**src/hdl/scmpwm_pkg.sv**
```systemverilog
// ----------------------------------------------------------------------------
// scmpwm_pkg: shared types and constants of the sorted-compare pwm block
// action codes, register indexes, duty limits and duty helper functions
// ----------------------------------------------------------------------------
`default_nettype none

package scmpwm_pkg;

	// channel count default and field widths
	localparam int CHANNELS_DEF = 5;
	localparam int DUTY_W       = 11;
	localparam int MAG_W        = 10;
	localparam int COUNT_W      = 16;
	localparam int GUARD_W      = 10;
	localparam int CFG_DATA_W   = 16;
	localparam int CFG_IDX_W    = 2;
	localparam int DUTY_SHIFT   = 6;

	// reset values of the registers
	localparam logic [COUNT_W-1:0] PERIOD_RST = 16'd64000;
	localparam logic [GUARD_W-1:0] GUARD_RST  = 10'd100;

	// duty clamp bounds
	localparam logic signed [DUTY_W-1:0] DUTY_MAX = 11'sd1000;
	localparam logic signed [DUTY_W-1:0] DUTY_MIN = -11'sd1000;

	typedef enum logic [1:0] {
		ACT_TICK     = 2'd0,
		ACT_SET_DUTY = 2'd1,
		ACT_SET_DIR  = 2'd2
	} action_t;

	typedef enum logic [CFG_IDX_W-1:0] {
		REG_ENABLE_MASK  = 2'd0,
		REG_PERIOD_TICKS = 2'd1,
		REG_GUARD_TICKS  = 2'd2
	} reg_idx_t;

	// limit a signed duty to plus minus one thousand
	function automatic logic signed [DUTY_W-1:0] duty_clamp(input logic signed [DUTY_W-1:0] d);
		logic signed [DUTY_W-1:0] r;
		r = d;
		if (d > DUTY_MAX) r = DUTY_MAX;
		if (d < DUTY_MIN) r = DUTY_MIN;
		return r;
	endfunction

	// magnitude of a clamped duty, fits in ten bits
	function automatic logic [MAG_W-1:0] duty_mag(input logic signed [DUTY_W-1:0] d);
		logic signed [DUTY_W-1:0] n;
		n = -d;
		return d[DUTY_W-1] ? n[MAG_W-1:0] : d[MAG_W-1:0];
	endfunction

endpackage

`default_nettype wire

```
**src/hdl/sorted_compare_multichannel_pwm_top.sv**
```systemverilog
// ----------------------------------------------------------------------------
// sorted_compare_multichannel_pwm_top: multichannel pwm with one moving compare
// duty writes and plain ticks load the output word from idle, a tick that hits
// the compare goes through the arm state; a wrap tick runs a selection sort, one
// channel compared per cycle, then the word; no new word until it is out
// asynchronous active-low reset: outputs low, counter 0, period 64000, guard 100
// ----------------------------------------------------------------------------
`default_nettype none

module sorted_compare_multichannel_pwm_top #(
	parameter int CHANNELS = scmpwm_pkg::CHANNELS_DEF
) (
	input  wire logic                                clk,
	input  wire logic                                arst_n,
	// configuration write port
	input  wire logic                                cfg_write,
	input  wire logic [scmpwm_pkg::CFG_IDX_W-1:0]    cfg_index,
	input  wire logic [scmpwm_pkg::CFG_DATA_W-1:0]   cfg_data,
	// input word channel
	input  wire logic                                in_valid,
	output logic                                     in_stall,
	input  wire logic [1:0]                          action,
	input  wire logic [2:0]                          channel,
	input  wire logic signed [scmpwm_pkg::DUTY_W-1:0] duty_value,
	// output word channel
	output logic                                     out_valid,
	input  wire logic                                out_stall,
	output logic [CHANNELS-1:0]                      pwm_levels,
	output logic [CHANNELS-1:0]                      dir_levels,
	output logic [scmpwm_pkg::COUNT_W-1:0]           period_count
);

	import scmpwm_pkg::*;

	// index width into per-channel arrays, count width that can hold CHANNELS
	localparam int IW = (CHANNELS > 1) ? $clog2(CHANNELS) : 1;
	localparam int CW = $clog2(CHANNELS + 1);
	localparam logic [3:0]    CH_LIM   = 4'(CHANNELS);
	localparam logic [IW-1:0] LAST_IDX = IW'(CHANNELS - 1);
	localparam logic [CW-1:0] LAST_CNT = CW'(CHANNELS - 1);

	typedef enum logic [1:0] {
		ST_IDLE,
		ST_SORT,
		ST_ARM,
		ST_DELIVER
	} state_t;

	state_t state_q;

	// configuration registers
	logic [CHANNELS-1:0] enable_q;
	logic [COUNT_W-1:0]  period_q;
	logic [GUARD_W-1:0]  guard_q;

	// per-channel storage
	logic signed [DUTY_W-1:0] target_q [CHANNELS];
	logic [MAG_W-1:0]         snap_q   [CHANNELS];
	logic [IW-1:0]            order_q  [CHANNELS];
	logic [MAG_W-1:0]         oduty_q  [CHANNELS]; // duty of each sorted entry
	logic [CHANNELS-1:0]      used_q;

	// turn-off order walk
	logic [CW-1:0]      cnt_q;
	logic [CW-1:0]      pos_q;
	logic               armed_q;
	logic [COUNT_W-1:0] cmp_q;
	logic [COUNT_W-1:0] tick_q;
	logic [CHANNELS-1:0] pwm_q;
	logic [CHANNELS-1:0] dir_q;

	// sort scan registers
	logic [IW-1:0]    scan_q;
	logic [IW-1:0]    best_q;
	logic [MAG_W-1:0] best_val_q;
	logic             found_q;

	// output word register
	logic                out_valid_q;
	logic [CHANNELS-1:0] pwm_out_q;
	logic [CHANNELS-1:0] dir_out_q;
	logic [COUNT_W-1:0]  count_out_q;

	// ------------------------------------------------------------------
	// handshake
	// ------------------------------------------------------------------
	logic in_acc;
	logic out_free;

	assign in_stall = (state_q != ST_IDLE);
	assign in_acc   = in_valid && !in_stall;
	// output register can take a word this cycle
	assign out_free = !out_valid_q || !out_stall;

	assign out_valid    = out_valid_q;
	assign pwm_levels   = pwm_out_q;
	assign dir_levels   = dir_out_q;
	assign period_count = count_out_q;

	// ------------------------------------------------------------------
	// item decode: next counter, levels and which follow-up step is due
	// ------------------------------------------------------------------
	logic signed [DUTY_W-1:0] duty_clamped;
	logic [COUNT_W:0]         tick_inc;
	logic                     wrap;
	logic                     hit;
	logic                     chan_ok;
	logic [IW-1:0]            pos_idx;
	logic [CHANNELS-1:0]      raise;
	logic [COUNT_W-1:0]       nxt_tick;
	logic [CHANNELS-1:0]      nxt_pwm;
	logic [CHANNELS-1:0]      nxt_dir;
	logic                     go_sort;
	logic                     go_arm;
	logic                     wr_target;

	assign duty_clamped = duty_clamp(duty_value);
	assign tick_inc     = {1'b0, tick_q} + {{COUNT_W{1'b0}}, 1'b1};
	// a period of zero makes every tick a wrap
	assign wrap         = (tick_inc >= {1'b0, period_q});
	assign pos_idx      = pos_q[IW-1:0];
	assign hit          = armed_q && (tick_inc[COUNT_W-1:0] == cmp_q) && (pos_q < cnt_q);
	assign chan_ok      = ({1'b0, channel} < CH_LIM);

	// channels raised at the wrap: enabled with nonzero duty
	always_comb begin
		for (int i = 0; i < CHANNELS; i++) begin
			raise[i] = enable_q[i] && (duty_mag(target_q[i]) != '0);
		end
	end

	always_comb begin
		nxt_tick  = tick_q;
		nxt_pwm   = pwm_q;
		nxt_dir   = dir_q;
		go_sort   = 1'b0;
		go_arm    = 1'b0;
		wr_target = 1'b0;
		unique case (action)
			ACT_TICK: begin
				if (wrap) begin
					nxt_tick = '0;
					nxt_pwm  = raise;
					go_sort  = 1'b1;
				end else begin
					nxt_tick = tick_inc[COUNT_W-1:0];
					if (hit) begin
						nxt_pwm[order_q[pos_idx]] = 1'b0;
						go_arm = 1'b1;
					end
				end
			end
			ACT_SET_DUTY: begin
				wr_target = chan_ok;
			end
			ACT_SET_DIR: begin
				wr_target = chan_ok;
				if (chan_ok) begin
					nxt_dir[channel[IW-1:0]] = (duty_clamped > 0);
				end
			end
			default: begin
				// unused action code leaves everything as it is
			end
		endcase
	end

	// output register loads a new word this cycle
	logic out_load;

	assign out_load = out_free && ((state_q == ST_IDLE && in_acc && !go_sort && !go_arm) ||
		state_q == ST_ARM || state_q == ST_DELIVER);

	// ------------------------------------------------------------------
	// shared sort comparator: one channel against the running minimum
	// strict less-than keeps the lower index on equal duty
	// ------------------------------------------------------------------
	logic [MAG_W-1:0] cur_val;
	logic             take;
	logic [IW-1:0]    new_best;
	logic [MAG_W-1:0] new_val;
	logic             new_found;
	logic             scan_last;
	logic [IW-1:0]    cnt_idx;

	assign cur_val   = snap_q[scan_q];
	assign take      = !used_q[scan_q] && (!found_q || (cur_val < best_val_q));
	assign new_best  = take ? scan_q : best_q;
	assign new_val   = take ? cur_val : best_val_q;
	assign new_found = found_q || take;
	assign scan_last = (scan_q == LAST_IDX);
	assign cnt_idx   = cnt_q[IW-1:0];

	// ------------------------------------------------------------------
	// compare arming: max of duty*64 and counter+guard (saturated)
	// ------------------------------------------------------------------
	logic [COUNT_W-1:0] arm_want;
	logic [COUNT_W:0]   arm_sum;
	logic [COUNT_W-1:0] arm_safe;
	logic [COUNT_W-1:0] arm_cmp;

	assign arm_want = {oduty_q[pos_idx], {DUTY_SHIFT{1'b0}}};
	assign arm_sum  = {1'b0, tick_q} + {{(COUNT_W + 1 - GUARD_W){1'b0}}, guard_q};
	assign arm_safe = arm_sum[COUNT_W] ? {COUNT_W{1'b1}} : arm_sum[COUNT_W-1:0];
	assign arm_cmp  = (arm_want > arm_safe) ? arm_want : arm_safe;

	// ------------------------------------------------------------------
	// configuration registers
	// ------------------------------------------------------------------
	always_ff @(posedge clk or negedge arst_n) begin
		if (!arst_n) begin
			enable_q <= '0;
			period_q <= PERIOD_RST;
			guard_q  <= GUARD_RST;
		end else if (cfg_write) begin
			unique case (cfg_index)
				REG_ENABLE_MASK:  enable_q <= cfg_data[CHANNELS-1:0];
				REG_PERIOD_TICKS: period_q <= cfg_data[COUNT_W-1:0];
				REG_GUARD_TICKS:  guard_q  <= cfg_data[GUARD_W-1:0];
				default: begin
					// writes beyond the register list are dropped
				end
			endcase
		end
	end

	// ------------------------------------------------------------------
	// sequencer with state and registered outputs
	// ------------------------------------------------------------------
	always_ff @(posedge clk or negedge arst_n) begin
		if (!arst_n) begin
			state_q     <= ST_IDLE;
			for (int i = 0; i < CHANNELS; i++) begin
				target_q[i] <= '0;
				snap_q[i]   <= '0;
				order_q[i]  <= '0;
				oduty_q[i]  <= '0;
			end
			used_q      <= '0;
			cnt_q       <= '0;
			pos_q       <= '0;
			armed_q     <= 1'b0;
			cmp_q       <= '0;
			tick_q      <= '0;
			pwm_q       <= '0;
			dir_q       <= '0;
			scan_q      <= '0;
			best_q      <= '0;
			best_val_q  <= '0;
			found_q     <= 1'b0;
			out_valid_q <= 1'b0;
			pwm_out_q   <= '0;
			dir_out_q   <= '0;
			count_out_q <= '0;
		end else begin
			// word taken downstream and nothing new behind it
			if (out_valid_q && !out_stall && !out_load) begin
				out_valid_q <= 1'b0;
			end
			unique case (state_q)
				ST_IDLE: begin
					if (in_acc) begin
						tick_q <= nxt_tick;
						pwm_q  <= nxt_pwm;
						dir_q  <= nxt_dir;
						if (wr_target) begin
							target_q[channel[IW-1:0]] <= duty_clamped;
						end
						if (go_sort) begin
							// capture enabled magnitudes, disabled channels sit out
							for (int i = 0; i < CHANNELS; i++) begin
								if (enable_q[i]) begin
									snap_q[i] <= duty_mag(target_q[i]);
								end
							end
							used_q  <= ~enable_q;
							cnt_q   <= '0;
							pos_q   <= '0;
							armed_q <= 1'b0;
							scan_q  <= '0;
							found_q <= 1'b0;
							state_q <= ST_SORT;
						end else if (go_arm) begin
							pos_q   <= pos_q + CW'(1);
							state_q <= ST_ARM;
						end else if (out_free) begin
							out_valid_q <= 1'b1;
							pwm_out_q   <= nxt_pwm;
							dir_out_q   <= nxt_dir;
							count_out_q <= nxt_tick;
						end else begin
							state_q <= ST_DELIVER;
						end
					end
				end
				ST_SORT: begin
					if (!scan_last) begin
						scan_q     <= scan_q + IW'(1);
						best_q     <= new_best;
						best_val_q <= new_val;
						found_q    <= new_found;
					end else if (new_found) begin
						// end of a pass: append the minimum to the order
						order_q[cnt_idx] <= new_best;
						oduty_q[cnt_idx] <= new_val;
						used_q[new_best] <= 1'b1;
						cnt_q            <= cnt_q + CW'(1);
						scan_q           <= '0;
						found_q          <= 1'b0;
						if (cnt_q == LAST_CNT) begin
							state_q <= ST_ARM;
						end
					end else begin
						state_q <= ST_ARM;
					end
				end
				ST_ARM: begin
					if (pos_q < cnt_q) begin
						cmp_q   <= arm_cmp;
						armed_q <= 1'b1;
					end else begin
						armed_q <= 1'b0;
					end
					if (out_free) begin
						out_valid_q <= 1'b1;
						pwm_out_q   <= pwm_q;
						dir_out_q   <= dir_q;
						count_out_q <= tick_q;
						state_q     <= ST_IDLE;
					end else begin
						state_q <= ST_DELIVER;
					end
				end
				ST_DELIVER: begin
					if (out_free) begin
						out_valid_q <= 1'b1;
						pwm_out_q   <= pwm_q;
						dir_out_q   <= dir_q;
						count_out_q <= tick_q;
						state_q     <= ST_IDLE;
					end
				end
				default: begin
					state_q <= ST_IDLE;
				end
			endcase
		end
	end

`ifndef NO_ASSERTIONS
	// the walk never runs past the sorted entries
	a_pos_in_order: assert property (@(posedge clk) disable iff (!arst_n)
		pos_q <= cnt_q)
		else $error("order position beyond sorted count");

	// an armed compare always points at a sorted entry while idle
	a_armed_valid: assert property (@(posedge clk) disable iff (!arst_n)
		(armed_q && state_q == ST_IDLE) |-> (pos_q < cnt_q))
		else $error("compare armed past the end of the order");

	// a wrapping tick clears the counter and starts the sort
	a_wrap_starts_sort: assert property (@(posedge clk) disable iff (!arst_n)
		(in_acc && action == ACT_TICK && wrap) |=> (tick_q == '0 && state_q == ST_SORT))
		else $error("wrap did not reset counter and start sort");

	// the sort never lists more channels than are enabled
	a_sort_bound: assert property (@(posedge clk) disable iff (!arst_n)
		(state_q == ST_SORT) |-> (int'(cnt_q) <= $countones(enable_q)))
		else $error("sort listed more channels than enabled");
`endif

endmodule

`default_nettype wire

```
**config.mk**
```make
export PLATFORM = sky130hd
export DESIGN_NAME = sorted_compare_multichannel_pwm_top
export DESIGN_NICKNAME = d
export VERILOG_FILES = /design/src/hdl/scmpwm_pkg.sv /design/src/hdl/sorted_compare_multichannel_pwm_top.sv
export SDC_FILE = /design/constraint.sdc
export NUM_CORES = 1
export LEC_CHECK = 0
export BUFFER_PORTS_ARGS = -buffer_cell sky130_fd_sc_hd__buf_4
export CELL_PAD_IN_SITES_DETAIL_PLACEMENT = 0
export CELL_PAD_IN_SITES_GLOBAL_PLACEMENT = 1
export CORE_ASPECT_RATIO = 0.75
export CORE_UTILIZATION = 45
export DETAILED_ROUTE_END_ITERATION = 6
export PLACE_DENSITY_LB_ADDON = 0.1
export SLEW_MARGIN = 25
export SYNTH_ARGS = -nofsm -noshare
export SYNTH_HDL_FRONTEND = slang
export SYNTH_SLANG_ARGS = --single-unit
```
**constraint.sdc**
```tcl
create_clock -name clk -period 4.2 [get_ports clk]
set_input_delay 0.21 -clock clk [delete_from_list [all_inputs] [get_ports clk]]
set_output_delay 0.21 -clock clk [all_outputs]
set_load 0.005 [all_outputs]
```
After elaboration in Yosys (flattened, before gate mapping):

Cells that the tools add are included.

* bitwise operators: 9
* reduce and logical (&&, ||, !) cells: 67
* $add $sub $neg: 10
* muxes and demuxes: 107
* $lt $le $gt $ge: 21
* equal/unequal tests: 22

Operators with widths (number)
* $mux 16: 9
* $mux 10: 11
* $mux 5: 19
* $bmux 10 s3: 2
* $bwmux 55: 1
* $bwmux 50: 1
* $neg 10->10: 5
* $reduce_bool 10->1: 5
* $mux 3: 12
* $demux 11 s3: 1
* $mux 11: 3
* $pmux 16 s2: 1
* $demux 10 s3: 1
* $pmux 5 s2: 3
* $reduce_and 4->1: 6
* $logic_and 1x1->1: 20
* $mux 1: 20
* $mux 2: 9
* $add 16x1->17 const B: 1
* $add 16x10->17: 1
* $ge 17x16->1: 1
* $eq 16x16->1: 1
* $ge 4x4->1 const B: 4
* $gt 16x16->1: 1
* other kinds (40): 98

* word-level logic and storage cells: 276
* output and inout port bits: 28
* register bits: 301
* input bits: 39

Logic depth before layout (Yosys ltp):

* word-level depth: 20
* depth in mapped cells: 21
* depth with buffers taken out: 19

Worst setup path after synthesis:

Ideal clock, no wire load.

* kind: reg2reg
* start point: register tick_q[0]
* end point: register cmp_q[13]
* setup slack: -0.284 ns
* path buffers: 2
* period minus slack after synthesis: 4.484 ns
* data arrival time: 4.349 ns
* data required time: 4.065 ns
* cell stages (with the launch flop): 22
* setup time: 0.135 ns
* cell sequence: dfrtp_1 -> ha_1 -> inv_1 -> fa_1 -> nor2b_1 -> o21ai_0 -> a21boi_0 -> o2111ai_1 -> a21oi_1 -> nor2b_1 -> clkbuf_1 -> nor2_1 -> ha_1 -> a21o_1 -> a21o_1 -> a21o_1 -> a21oi_1 -> o21a_1 -> a21o_1 -> buf_1 -> mux2i_1 -> o21ai_0

* word-level cells in the longest chain between the ends: 4

Ends and longest elaborated chain
* start: declaration: RTL line sorted_compare_multichannel_pwm_top.sv:68 `logic [COUNT_W-1:0] tick_q;`
* start signal: assignment: RTL line sorted_compare_multichannel_pwm_top.sv:263 `tick_q <= nxt_tick;`
* $add 16x10->17 (*): RTL line sorted_compare_multichannel_pwm_top.sv:203 `assign arm_sum = {1'b0, tick_q} + {{(COUNT_W + 1 - GUARD_W){1'b0}}, guard_q};`
* $mux 16 (*): RTL line sorted_compare_multichannel_pwm_top.sv:204 `assign arm_safe = arm_sum[COUNT_W] ? {COUNT_W{1'b1}} : arm_sum[COUNT_W-1:0];`
* $gt 16x16->1: RTL line sorted_compare_multichannel_pwm_top.sv:205 `assign arm_cmp = (arm_want > arm_safe) ? arm_want : arm_safe;`
* $mux 16 (*): RTL line sorted_compare_multichannel_pwm_top.sv:205
* end signal: assignment: RTL line sorted_compare_multichannel_pwm_top.sv:319 `cmp_q <= arm_cmp;`
* end: declaration: RTL line sorted_compare_multichannel_pwm_top.sv:67 `logic [COUNT_W-1:0] cmp_q;`

Mark *: on every way between the ends. The rest lies on a longest branch, timed or not.
A chain may end at the register's enable or synchronous reset.

Final worst setup path:

* start point: register tick_q[2]
* end point: register count_out_q[11], in the netlist period_count[11]

* word-level cells in the longest chain between the ends: 9
* elaborated cells on any way between the ends: 20
* those cells by class: add/sub: 1; order compare: 1; eq/ne: 3; mux: 12; reduce/logical: 3

Ends and longest elaborated chain
* $add 16x1->17 (*): RTL line sorted_compare_multichannel_pwm_top.sv:118 `assign tick_inc = {1'b0, tick_q} + {{COUNT_W{1'b0}}, 1'b1};`
* $ge 17x16->1 / $eq 16x16->1 (equally long branches): RTL line sorted_compare_multichannel_pwm_top.sv:120, sorted_compare_multichannel_pwm_top.sv:122
* $mux 16 / $logic_and 1x1->1 (equally long branches): RTL line sorted_compare_multichannel_pwm_top.sv:141, sorted_compare_multichannel_pwm_top.sv:122
* $mux 16 / $logic_and 1x1->1 (equally long branches): RTL line sorted_compare_multichannel_pwm_top.sv:139, sorted_compare_multichannel_pwm_top.sv:122
* $mux 16 / $mux 1 (equally long branches): RTL line sorted_compare_multichannel_pwm_top.sv:286, sorted_compare_multichannel_pwm_top.sv:147
* $mux 16 / $mux 1 (equally long branches): RTL line sorted_compare_multichannel_pwm_top.sv:283, sorted_compare_multichannel_pwm_top.sv:141
* $mux 16 / $mux 1 (equally long branches): RTL line sorted_compare_multichannel_pwm_top.sv:269, sorted_compare_multichannel_pwm_top.sv:139
* $mux 16 / $ne 2x2->1 (equally long branches)
* $pmux 16 s2 / $reduce_and 6->1 (equally long branches)
* end signal: assignment: RTL line sorted_compare_multichannel_pwm_top.sv:290 `count_out_q <= nxt_tick;`
* end signal: assignment: RTL line sorted_compare_multichannel_pwm_top.sv:328 `count_out_q <= tick_q;`
* end signal: assignment: RTL line sorted_compare_multichannel_pwm_top.sv:339 `count_out_q <= tick_q;`
* end: declaration: RTL line sorted_compare_multichannel_pwm_top.sv:82 `logic [COUNT_W-1:0] count_out_q;`

Mark *: on every way between the ends. The rest lies on a longest branch, timed or not. The select of a mux whose other input is x is not followed.

==> summary.md <==
| Metric | Value |
|---|---|
| Status | `complete, no violations` |
| Yosys warning total | `0` |
| HPWL after DPL | `37600 um` |
| Max-cap violations | `0` |
| Non-Filler Instances | `2352` |
| Core ar. | `37400 um^2` |
| Layout area overhead | `18.38%` |
| Pin count of the biggest net entering global routing | `121` |
| DR vias | `13444` |
| Startpoint types | `flip-flop` |
| Final RePlAce weighted congestion | `0.9083` |
| Clock latency on the worst-skew pair | `0.54 ns` |
| Worst endpoint data arrival time | `4.51 ns` |
| Max Slew Vio Count | `0` |
| DRT Wirelength | `50430 um` |
| Worst-margin pin slew | `1.005 ns` |
| Hold Path Class | `input pin to flip-flop` |
| Most area-consuming cells after synthesis | `dfrtp_1 42%, mux2_2 11%, o21ai_0 4.4%` |
| Die H | `171.5 um` |
| Primary FF master, synth | `dfrtp_1` |
| Tot GR Track Use | `0.2618` |
| Vias per inst | `5.716` |
| Tcrit/Tclk final | `0.9620` |
| Worst Path Required | `4.67 ns` |
| Die width | `228.0 um` |
| Post-layout util | `0.5455` |
| Maximum fanout along the worst path | `7` |
| Synth Register Bits | `301` |
| Distinct cells, synth | `90` |
| RSZ-0062 raised after global routing | `yes` |
| First-pass GRT wire length | `78340 um` |
| Final nets | `1922` |
| DR DRC count | `0` |
| CTS Buf Count | `34` |
| Die ar. | `39090 um^2` |
| Worst setup EP type | `flip-flop` |
| Pre-CTS setup slack | `-0.1598 ns` |
| CTS clk-pin slew, worst paths | `0.06 ns` |
| Routed Antenna Nets | `0` |
| Root Driver | `clkbuf_16` |
| EDFF count, synth | `0` |
| Clock skew | `0.02702 ns` |
| Worst reg2reg path depth | `15` |
| Yosys top cell area share | `0.4240` |
| VDD IR max | `0.4163 mV` |
| Layout cells sized above 1 | `0.2700` |
| CTS tree | `done` |
| Syn_nets | `1764` |
| Post-Synthesis Cells | `1664` |
| Ports | `67` |
| Std-Cell Rows | `61` |
| Min Clock Period, post-route | `4.040 ns` |
| H-tree levels | `2` |
| WL per Instance | `21.44 um` |
| Gr ovfl total | `0` |
| Vias in the first global route | `13028` |
| Synthesized cell area | `17230 um^2` |
| Deepest clock path buffer count | `3` |
| Initial antenna violation count | `0` |
| Final setup slack of the worst path | `0.1596 ns` |
| Final TNS setup | `0 ns` |
| Final setup vio count | `0` |
| Mapped Avg Cell Area | `10.36 um^2` |
| Async set or reset register ratio after synthesis | `1.000` |
| Sequential share of the synthesized area | `0.4377` |
| Hold Crit Depth | `2` |
| Number of DRC markers in iteration 0 | `1008` |
| Commonest cells after routing, fill and taps aside | `291 x dfrtp_1, 180 x buf_4, 168 x mux2_2` |
| Initial core utilization | `0.4608` |
| IO Port Bufs | `66` |
| CP Class | `flip-flop to flip-flop` |
| Final Hold Fails | `0` |
| Post-Place Cells | `2270` |
| Hold slack | `0.03514 ns` |
| Ant diodes | `0` |
| Power per cell area | `575.6 nW/um^2` |
| Clock tree sinks | `301` |
| Synth area leader | `dfrtp_1` |
| Commonest non-fill, non-tap cell in the layout | `dfrtp_1` |
| F_max | `247.5 MHz` |
| Leak pwr | `9.336 nW` |
| Slew margin rel. | `0.3303` |
| DRT Pass-1 Iters | `5` |
-- sequential cells by signal, summed over array words and instances (netlist names), 5 cells and up --
register / flops
target_q: 55
tick_q: 16
period_count: 16
oduty_q: 50
order_q: 15
best_val_q: 10
snap_q: 50
period_q: 16
enable_q: 5
pwm_q: 5
cmp_q: 16
dir_levels: 5
guard_q: 10
dir_q: 5
pwm_levels: 5
used_q: 5
-- routing by layer --
layer,vias to the layer above,part of all wire,GRT usage
met4,0,0.020,0.06478
met2,345,0.42,0.3827
met3,59,0.070,0.05371
met5,-,0,0
li1,6321,-,-
met1,6719,0.49,0.3930
-- kinds of logic after synthesis --
family / Yosys count / synth area share
mux: 240 / 0.1647
fa+ha+maj: 61 / 0.04472
compound gates: 379 / 0.1382
xor+xnor: 85 / 0.04690
simple gates: 435 / 0.1260
buf+inv: 163 / 0.04182
flops: 301 / 0.4377
-- worst max-delay path, cell delays in order (launching register included) --
cell      delay [ns]
dfrtp_1         0.51
buf_4           0.20
nand3_1         0.23
nor2_1          0.23
xor2_1          0.34
ha_1            0.30
nand4_1         0.16
nor3_2          0.09
a21boi_0        0.14
buf_4           0.17
o41ai_4         0.38
buf_4           0.19
nand3_1         0.10
nor2_1          0.55
a22o_1          0.26
mux2_4          0.14
-- power breakdown --
group	switching, W	internal, W	total, W
Combinational	0.00233	0.00198	0.00431
Clock	0.00125	0.00177	0.00303
Sequential	0.000864	0.00354	0.00441
Total	0.00445	0.00730	0.0117
-- synthesized netlist by cell type (9+ instances only) --
library cell / count
dfrtp_1: 292
mux2_2: 168
o21ai_0: 151
nand2_1: 147
nor2_1: 100
inv_1: 79
a21oi_1: 67
clkbuf_1: 62
ha_1: 60
mux2i_1: 45
xor2_1: 43
xnor2_1: 38
nand3_1: 29
nor3_1: 26
o22ai_1: 23
a22o_1: 22
nand4_1: 19
nor2b_1: 19
a21o_1: 17
or3_1: 16
mux2_4: 15
o41ai_1: 14
nand2b_1: 13
mux4_2: 12
o31ai_1: 12
nor3b_1: 11
dfstp_2: 9
-- worst paths after layout --
check / startpoint / end / slack (ns)
setup / recovery: tick_q[2] / period_count[11] / 0.16
hold / removal: duty_value[9] / target_q[20] / 0.04
min in group asynchronous: arst_n / period_q[6] / 0.18
hold reg to reg: snap_q[10] / snap_q[10] / 0.48
max in group asynchronous: arst_n / snap_q[13] / 2.82
setup reg to reg: tick_q[2] / period_count[11] / 0.16
-- per-stage QoR --
| step | total power, W | area (um^2) |
|---|---|---|
| 2_1_floorplan | 0.007122 | 17240 |
| 3_3_place_gp | 0.008600 | 18940 |
| 3_5_place_dp | 0.008656 | 18940 |
| 4_1_cts | 0.01175 | 20260 |
| 5_1_grt | 0.01248 | 20400 |
| 6_report | 0.01174 | 20400 |
-- timing repair --
item | 4_1_cts | 5_1_grt
endpoints found under the hold margin | 140 | 0
setup endpoints to repair | 12 | 65
hold buffers | 18 | 0
pin swaps | 2 | 7
resized for setup | 3 | 24
gates cloned | 0 | 0
buffers inserted | 0 | 1
-- area by class of cell --
cell class	instances	area [um^2]
multi-input combinational	1200	9110
clock inverter	12	135.1
sequential	301	7545
inverter	79	296.5
tap	504	630.6
clock buffer	50	991.0
timing repair buffer	206	1694
fill	3396	17000
(Power assumes the default switching activity.)
